===== config.mk =====
export PLATFORM = sky130hd
export DESIGN_NAME = euclid_gcd_unit_top
export DESIGN_NICKNAME = d
export VERILOG_FILES = /design/src/rtl/egcd_pkg.sv /design/src/rtl/egcd_datapath.sv /design/src/rtl/egcd_ctrl.sv /design/src/rtl/euclid_gcd_unit_top.sv
export SDC_FILE = /design/constraint.sdc
export NUM_CORES = 1
export LEC_CHECK = 0
export BUFFER_PORTS_ARGS = -buffer_cell sky130_fd_sc_hd__buf_2
export CORE_ASPECT_RATIO = 1.5
export CORE_MARGIN = 2
export CORE_UTILIZATION = 25
export CTS_CLUSTER_SIZE = 30
export DETAILED_ROUTE_END_ITERATION = 16
export GPL_TIMING_DRIVEN = 1
export SYNTH_ARGS = -nofsm -noshare
export SYNTH_HDL_FRONTEND = slang
export SYNTH_HIERARCHICAL = 1
export SYNTH_SLANG_ARGS = --single-unit

===== constraint.sdc =====
create_clock -name clk_i -period 6.85 [get_ports clk_i]
set_input_delay 0.3425 -clock clk_i [delete_from_list [all_inputs] [get_ports clk_i]]
set_output_delay 0.3425 -clock clk_i [all_outputs]
set_load 0.02 [all_outputs]

===== src/rtl/egcd_pkg.sv =====
// egcd_pkg: shared constants and controller/datapath interface types
// for the gcd unit. No dependencies.

package egcd_pkg;

  localparam int unsigned DataWidthDefault = 32;

  // controller -> datapath
  typedef struct packed {
    logic load;  // capture operand magnitudes, clear the shift count
    logic step;  // one binary gcd reduction step
  } dp_cmd_t;

  // datapath -> controller
  typedef struct packed {
    logic equal;  // working values match, result is ready
  } dp_status_t;

endpackage


===== src/rtl/egcd_datapath.sv =====
// egcd_datapath: operand magnitudes, working registers and one
// subtract/shift reduction step per cycle while step is set. Depends on egcd_pkg.

module egcd_datapath #(
  parameter int unsigned DATA_WIDTH = egcd_pkg::DataWidthDefault
) (
  input  logic                         clk_i,
  input  logic                         rst_ni,
  input  egcd_pkg::dp_cmd_t            cmd_i,
  output egcd_pkg::dp_status_t         status_o,
  input  logic signed [DATA_WIDTH-1:0] operand_a_i,
  input  logic signed [DATA_WIDTH-1:0] operand_b_i,
  output logic        [DATA_WIDTH-1:0] divisor_o,
  output logic                         undefined_o
);

  localparam int unsigned KW = $clog2(DATA_WIDTH);

  logic [DATA_WIDTH-1:0] raw_a, raw_b, mag_a, mag_b;
  logic [DATA_WIDTH-1:0] a_q, a_d, b_q, b_d;
  logic [KW-1:0]         k_q, k_d;
  logic                  undef_q, undef_d;
  logic                  a_gt_b;
  logic [DATA_WIDTH-1:0] diff;

  assign raw_a = $unsigned(operand_a_i);
  assign raw_b = $unsigned(operand_b_i);
  // most negative value wraps to 2^(W-1), which fits unsigned
  assign mag_a = raw_a[DATA_WIDTH-1] ? (~raw_a + 1'b1) : raw_a;
  assign mag_b = raw_b[DATA_WIDTH-1] ? (~raw_b + 1'b1) : raw_b;

  assign a_gt_b = a_q > b_q;
  assign diff   = a_gt_b ? (a_q - b_q) : (b_q - a_q);

  always_comb begin
    a_d     = a_q;
    b_d     = b_q;
    k_d     = k_q;
    undef_d = undef_q;
    if (cmd_i.load) begin
      k_d     = '0;
      undef_d = (mag_a == '0) && (mag_b == '0);
      // a zero operand: both registers take the other magnitude
      if (mag_a == '0) begin
        a_d = mag_b;
        b_d = mag_b;
      end else if (mag_b == '0) begin
        a_d = mag_a;
        b_d = mag_a;
      end else begin
        a_d = mag_a;
        b_d = mag_b;
      end
    end else if (cmd_i.step) begin
      if (!a_q[0] && !b_q[0]) begin
        a_d = a_q >> 1;
        b_d = b_q >> 1;
        k_d = k_q + 1'b1;
      end else if (!a_q[0]) begin
        a_d = a_q >> 1;
      end else if (!b_q[0]) begin
        b_d = b_q >> 1;
      end else if (a_gt_b) begin
        // difference of two odd values is even
        a_d = diff >> 1;
      end else begin
        b_d = diff >> 1;
      end
    end
  end

  always_ff @(posedge clk_i) begin
    a_q     <= a_d;
    b_q     <= b_d;
    k_q     <= k_d;
    undef_q <= undef_d;
  end

  assign status_o.equal = (a_q == b_q);
  assign divisor_o      = a_q << k_q;
  assign undefined_o    = undef_q;

  // a step never runs on a zero working value
  a_step_nonzero: assert property (@(posedge clk_i) disable iff (!rst_ni)
    cmd_i.step |-> (a_q != '0) && (b_q != '0))
    else $error("gcd step on zero operand");

  // shift count cannot reach the top bit while reduction continues
  a_k_bound: assert property (@(posedge clk_i) disable iff (!rst_ni)
    (cmd_i.step && !a_q[0] && !b_q[0]) |-> (k_q < KW'(DATA_WIDTH - 1)))
    else $error("gcd shift count overflow");

  // controller only steps while values differ
  a_step_unequal: assert property (@(posedge clk_i) disable iff (!rst_ni)
    cmd_i.step |-> !status_o.equal)
    else $error("gcd step after convergence");

endmodule


===== src/rtl/egcd_ctrl.sv =====
// egcd_ctrl: handshake and sequencing state machine for the gcd unit.
// Depends on egcd_pkg.

module egcd_ctrl (
  input  logic                 clk_i,
  input  logic                 rst_ni,
  input  logic                 in_valid_i,
  output logic                 in_ready_o,
  output logic                 out_valid_o,
  input  logic                 out_ready_i,
  output egcd_pkg::dp_cmd_t    cmd_o,
  input  egcd_pkg::dp_status_t status_i
);

  localparam logic [1:0] S_IDLE = 2'd0;
  localparam logic [1:0] S_RUN  = 2'd1;
  localparam logic [1:0] S_DONE = 2'd2;

  logic [1:0] state_q, state_d;
  logic       in_accept;

  assign in_ready_o  = (state_q == S_IDLE) || ((state_q == S_DONE) && out_ready_i);
  assign out_valid_o = (state_q == S_DONE);
  assign in_accept   = in_valid_i && in_ready_o;

  always_comb begin
    state_d    = state_q;
    cmd_o.load = in_accept;
    cmd_o.step = 1'b0;
    case (state_q)
      S_IDLE: begin
        if (in_accept) state_d = S_RUN;
      end
      S_RUN: begin
        if (status_i.equal) begin
          state_d = S_DONE;
        end else begin
          cmd_o.step = 1'b1;
        end
      end
      S_DONE: begin
        // result taken; a waiting transaction starts right away
        if (out_ready_i) state_d = in_accept ? S_RUN : S_IDLE;
      end
      default: begin
        state_d = S_IDLE;
      end
    endcase
  end

  always_ff @(posedge clk_i or negedge rst_ni) begin
    if (!rst_ni) begin
      state_q <= S_IDLE;
    end else begin
      state_q <= state_d;
    end
  end

  a_accept_runs: assert property (@(posedge clk_i) disable iff (!rst_ni)
    in_accept |=> (state_q == S_RUN))
    else $error("accepted transaction did not start");

  a_converge_done: assert property (@(posedge clk_i) disable iff (!rst_ni)
    ((state_q == S_RUN) && status_i.equal) |=> out_valid_o)
    else $error("converged result not presented");

  a_load_step_excl: assert property (@(posedge clk_i) disable iff (!rst_ni)
    !(cmd_o.load && cmd_o.step))
    else $error("load and step issued together");

endmodule


===== src/rtl/euclid_gcd_unit_top.sv =====
// euclid_gcd_unit_top: greatest common divisor of two signed operands.
// Depends on egcd_pkg, egcd_ctrl and egcd_datapath.

// Takes two signed DATA_WIDTH-bit operands and returns the gcd of their
// magnitudes (the most negative value counts as 2^(DATA_WIDTH-1)). One
// zero operand gives the other magnitude; two zeros give 0 with undefined
// set. The gcd is computed with a binary reduction: each cycle of the run
// phase the shared compare/subtract/shift step either halves even values or
// replaces the larger odd value by half the difference. A transaction runs
// through a load, the reduction steps, the detection that the working
// values have converged and the presentation of the result until it is
// taken. Each step drops at least one bit from the two working values, so
// there are at most 2*DATA_WIDTH-3 steps (fewer for typical data). One
// transaction is in flight at a time. A new transaction is accepted in the
// cycle the previous result is taken.

module euclid_gcd_unit_top #(
  parameter int unsigned DATA_WIDTH = egcd_pkg::DataWidthDefault
) (
  input  logic                         clk_i,
  input  logic                         rst_ni,
  input  logic                         in_valid_i,
  output logic                         in_ready_o,
  input  logic signed [DATA_WIDTH-1:0] operand_a_i,
  input  logic signed [DATA_WIDTH-1:0] operand_b_i,
  output logic                         out_valid_o,
  input  logic                         out_ready_i,
  output logic        [DATA_WIDTH-1:0] divisor_o,
  output logic                         undefined_o
);

  egcd_pkg::dp_cmd_t    cmd;
  egcd_pkg::dp_status_t status;

  egcd_ctrl u_ctrl (
    .clk_i       (clk_i),
    .rst_ni      (rst_ni),
    .in_valid_i  (in_valid_i),
    .in_ready_o  (in_ready_o),
    .out_valid_o (out_valid_o),
    .out_ready_i (out_ready_i),
    .cmd_o       (cmd),
    .status_i    (status)
  );

  egcd_datapath #(
    .DATA_WIDTH (DATA_WIDTH)
  ) u_datapath (
    .clk_i       (clk_i),
    .rst_ni      (rst_ni),
    .cmd_i       (cmd),
    .status_o    (status),
    .operand_a_i (operand_a_i),
    .operand_b_i (operand_b_i),
    .divisor_o   (divisor_o),
    .undefined_o (undefined_o)
  );

endmodule


==> results.md <==
- Startpoint class of the critical path: flip-flop
- Worst Setup End Kind: flip-flop
- Maxcap violations: 0
- Rows: between 90 and 100
- Post-route ant nets: 0
- Clock-pin slew of the registers on the worst-case setup and hold paths: ~0.08 ns
- CP Max Fanout: 21
- RSZ-0062 raised after global routing: no
- Synth area leaders: edfxtp_1 16%, ha_1 7.2%, a21oi_1 4.9%, xnor2_1 4.8%, mux2i_1 4.1%
- Via count: approximately 12000
- Wirelength, routed: roughly 48 mm
- GR Util All Layers: around a fifth
- Synthesized area: 11800 um2
- CP Data Arrival Time: between 4 and 5 ns
- Max Freq: ~0.21 GHz
- Synth unique cells: 91
- CTS tree: built
- Top-area cell type share of the netlist area: between 10% and 20%
- Final Hold Fails: 0
- Worst EP required: around 6.9 ns
- Vias in the first global route: around 12000
- Inserted Diodes: 0
- Placer Congestion: approximately 0.96
- Initial antenna violation count: 0
- Syn Nets: ~1700
- Seq cells post-synth: 72
- DP Wirelength: 38.6 mm
- H-tree depth: 3
- Sink Count: between 70 and 80
- Met1 Usage GRT: approximately 24%
- Root Driver: clkbuf_16
- FILL cells: about 5000
- Cells after synthesis: approximately 1500
- Yosys warns: 6
- Inst Count DP: 2125
- Top Ports: ~100
- Residual DRC: 0
- Buffers on Ports: between 100 and 150
- Worst Tran Pin Value: about 1.2 ns
- Die X: 182 um
- GR peak layer: met2
- Critical setup path kind: reg2reg
- M3 GR Usage: under 10%
- Nets: about 1700
- Core ar.: between 40000 and 50000 um2
- Slew Viols, Final: 0
- Max-slew headroom at the worst pin: roughly a fifth
- First-pass GRT wire length: 73.3 mm
- Largest net degree at the start of global routing: just over 60
- Die height: roughly 270 um
- Worst-case clock buffer depth: 2
- Post-synth top flop: edfxtp_1
- Sequential area share after synthesis: 17.8%
- Initial drt markers: 1277
- Setup TNS: 0 ns
- Mapped Avg Cell Area: about 7.7 um2
- GRT Residual Overflow: 0
- Layout overhead on the synthesized area: 10.1%
- Final Cycle Share: roughly 70%
- Period minus WS final: 4.73 ns
- Met2 Usage GRT: 33.2%
- Min-delay worst type: in2reg
- Post-synth EDFFs: 65
- Setup Viol. Count Final: 0
- Drt first pass iters: 5
- WL/cell: about 23 um
- Async SR Flop Fraction: under 10%
- Status: finished clean
- Vias/cell: a little under 6
- Synth area leader: edfxtp_1
- Worst skew pair latency: between 0.3 and 0.4 ns
- Layout cells sized above 1: 14.6%
- Die Footprint: 49100 um2
- Total CTS buffers: 9
- Initial Utilization: about a quarter
- Post-CTS sizing: 0
- Clk_skew: approximately 0.014 ns
- Post-route insts no fill: 2142
==> final timing paths <==
path	slack (ns)	cells after the start	start	end
min in group asynchronous	0.29	2	rst_ni	u_ctrl/state_q[0]
min reg2reg	0.52	1	u_ctrl/state_q[0]	u_ctrl/state_q[1]
max in group asynchronous	6.47	2	rst_ni	u_ctrl/state_q[1]
min	0.24	2	in_valid_i	u_ctrl/state_q[0]
max	2.12	11	u_datapath/a_q[28]	u_datapath/a_q[18]
max reg2reg	2.12	11	u_datapath/a_q[28]	u_datapath/a_q[18]
==> layer usage <==
metal,share of wire [%],vias to the layer above
met5,0,-
met4,4.2,0
met3,6.2,87
met2,48,620
met1,41,5991
li1,-,5737
==> Yosys cell counts (all sizes together) (18+ instances only) <==
cell type    n
xor2        54
ha          68
nor2       126
a21oi      115
nor3        36
clkbuf      96
nand4       18
xnor2       65
nand2      119
mux2i       48
mux2        27
edfxtp      65
inv         95
nand2b      20
or3         23
nor4        20
nand3       31
buf         26
a221oi      37
o21ai      117
o31ai       24
==> per-stage QoR <==
step	utilization (%)	worst slack (ns)	cell area, um2	hold WS (ns)
2_1_floorplan	-	1.75	11800	0.0469
3_3_place_gp	27.2	2.03	12700	0.128
3_5_place_dp	27.2	2.01	12700	0.134
4_1_cts	27.9	2.28	13000	0.235
5_1_grt	27.9	1.94	13000	0.247
6_report	27.9	2.12	13000	0.244
==> cells by family after synthesis <==
family / count (synthesis) / synth area share (%)
AND/OR/NAND/NOR: 488 / 21.0
AO/OA/AOI/OAI: 481 / 27.9
buffers and inverters: 217 / 7.33
XOR/XNOR: 119 / 8.81
multiplexers: 91 / 9.67
flip-flops: 72 / 17.8
adder cells (fa/ha/maj): 70 / 7.53
==> flip-flops by register name (all words and copies together) (netlist names) <==
register and cells:
u_datapath/a_q 32, u_datapath/k_q 5, u_ctrl/state_q 2, u_datapath/b_q 32, u_datapath/undefined_o 1
==> critical path, stage by stage (launching register included) <==
cell      delay (ns)
edfxtp_1        0.49
inv_1           0.13
ha_1            0.46
a21o_1          0.24
a21oi_1         0.29
nor4b_1         0.78
o32ai_1         0.28
or2_2           0.47
and3_1          0.37
buf_4           0.31
a221oi_1        0.50
a21oi_1         0.10
==> final cells by class <==
cell class | count | area [um2] | area share (%)
clock buffer | 9 | 225 | 1.73
clock inverter | 7 | 101 | 0.778
inverter | 95 | 357 | 2.74
multi-input combinational | 1249 | 8880 | 68.2
sequential | 72 | 2100 | 16.1
tap | 594 | 743 | 5.70
timing repair buffer | 116 | 618 | 4.74
==> layout by cell type, fill, tap and decap left out, drive strengths merged, types with 14 or more instances in the layout <==
cell      n
xor2     54
nand2b   20
nor4     20
mux4     16
edfxtp   65
a211oi   15
buf     115
nand4    18
nand2   119
or4      17
a21oi   115
inv      98
nand3    31
xnor2    65
mux2i    48
o31ai    24
o41ai    14
nor3     36
a21o     17
a221oi   37
ha       68
nor2    126
or3      23
o21ai   117
mux2     27
nor2b    17
==> timing repair <==
| item | 4_1_cts | 5_1_grt |
|---|---|---|
| endpoints found under the setup margin | 0 | 0 |
| setup buffers | 0 | 0 |
| endpoints found under the hold margin | 2 | 0 |
| hold buffers | 1 | 0 |
Power is left out: the tool's default activity adds up to more than one toggle a clock period on the data nets, which glitch-free logic cannot reach.
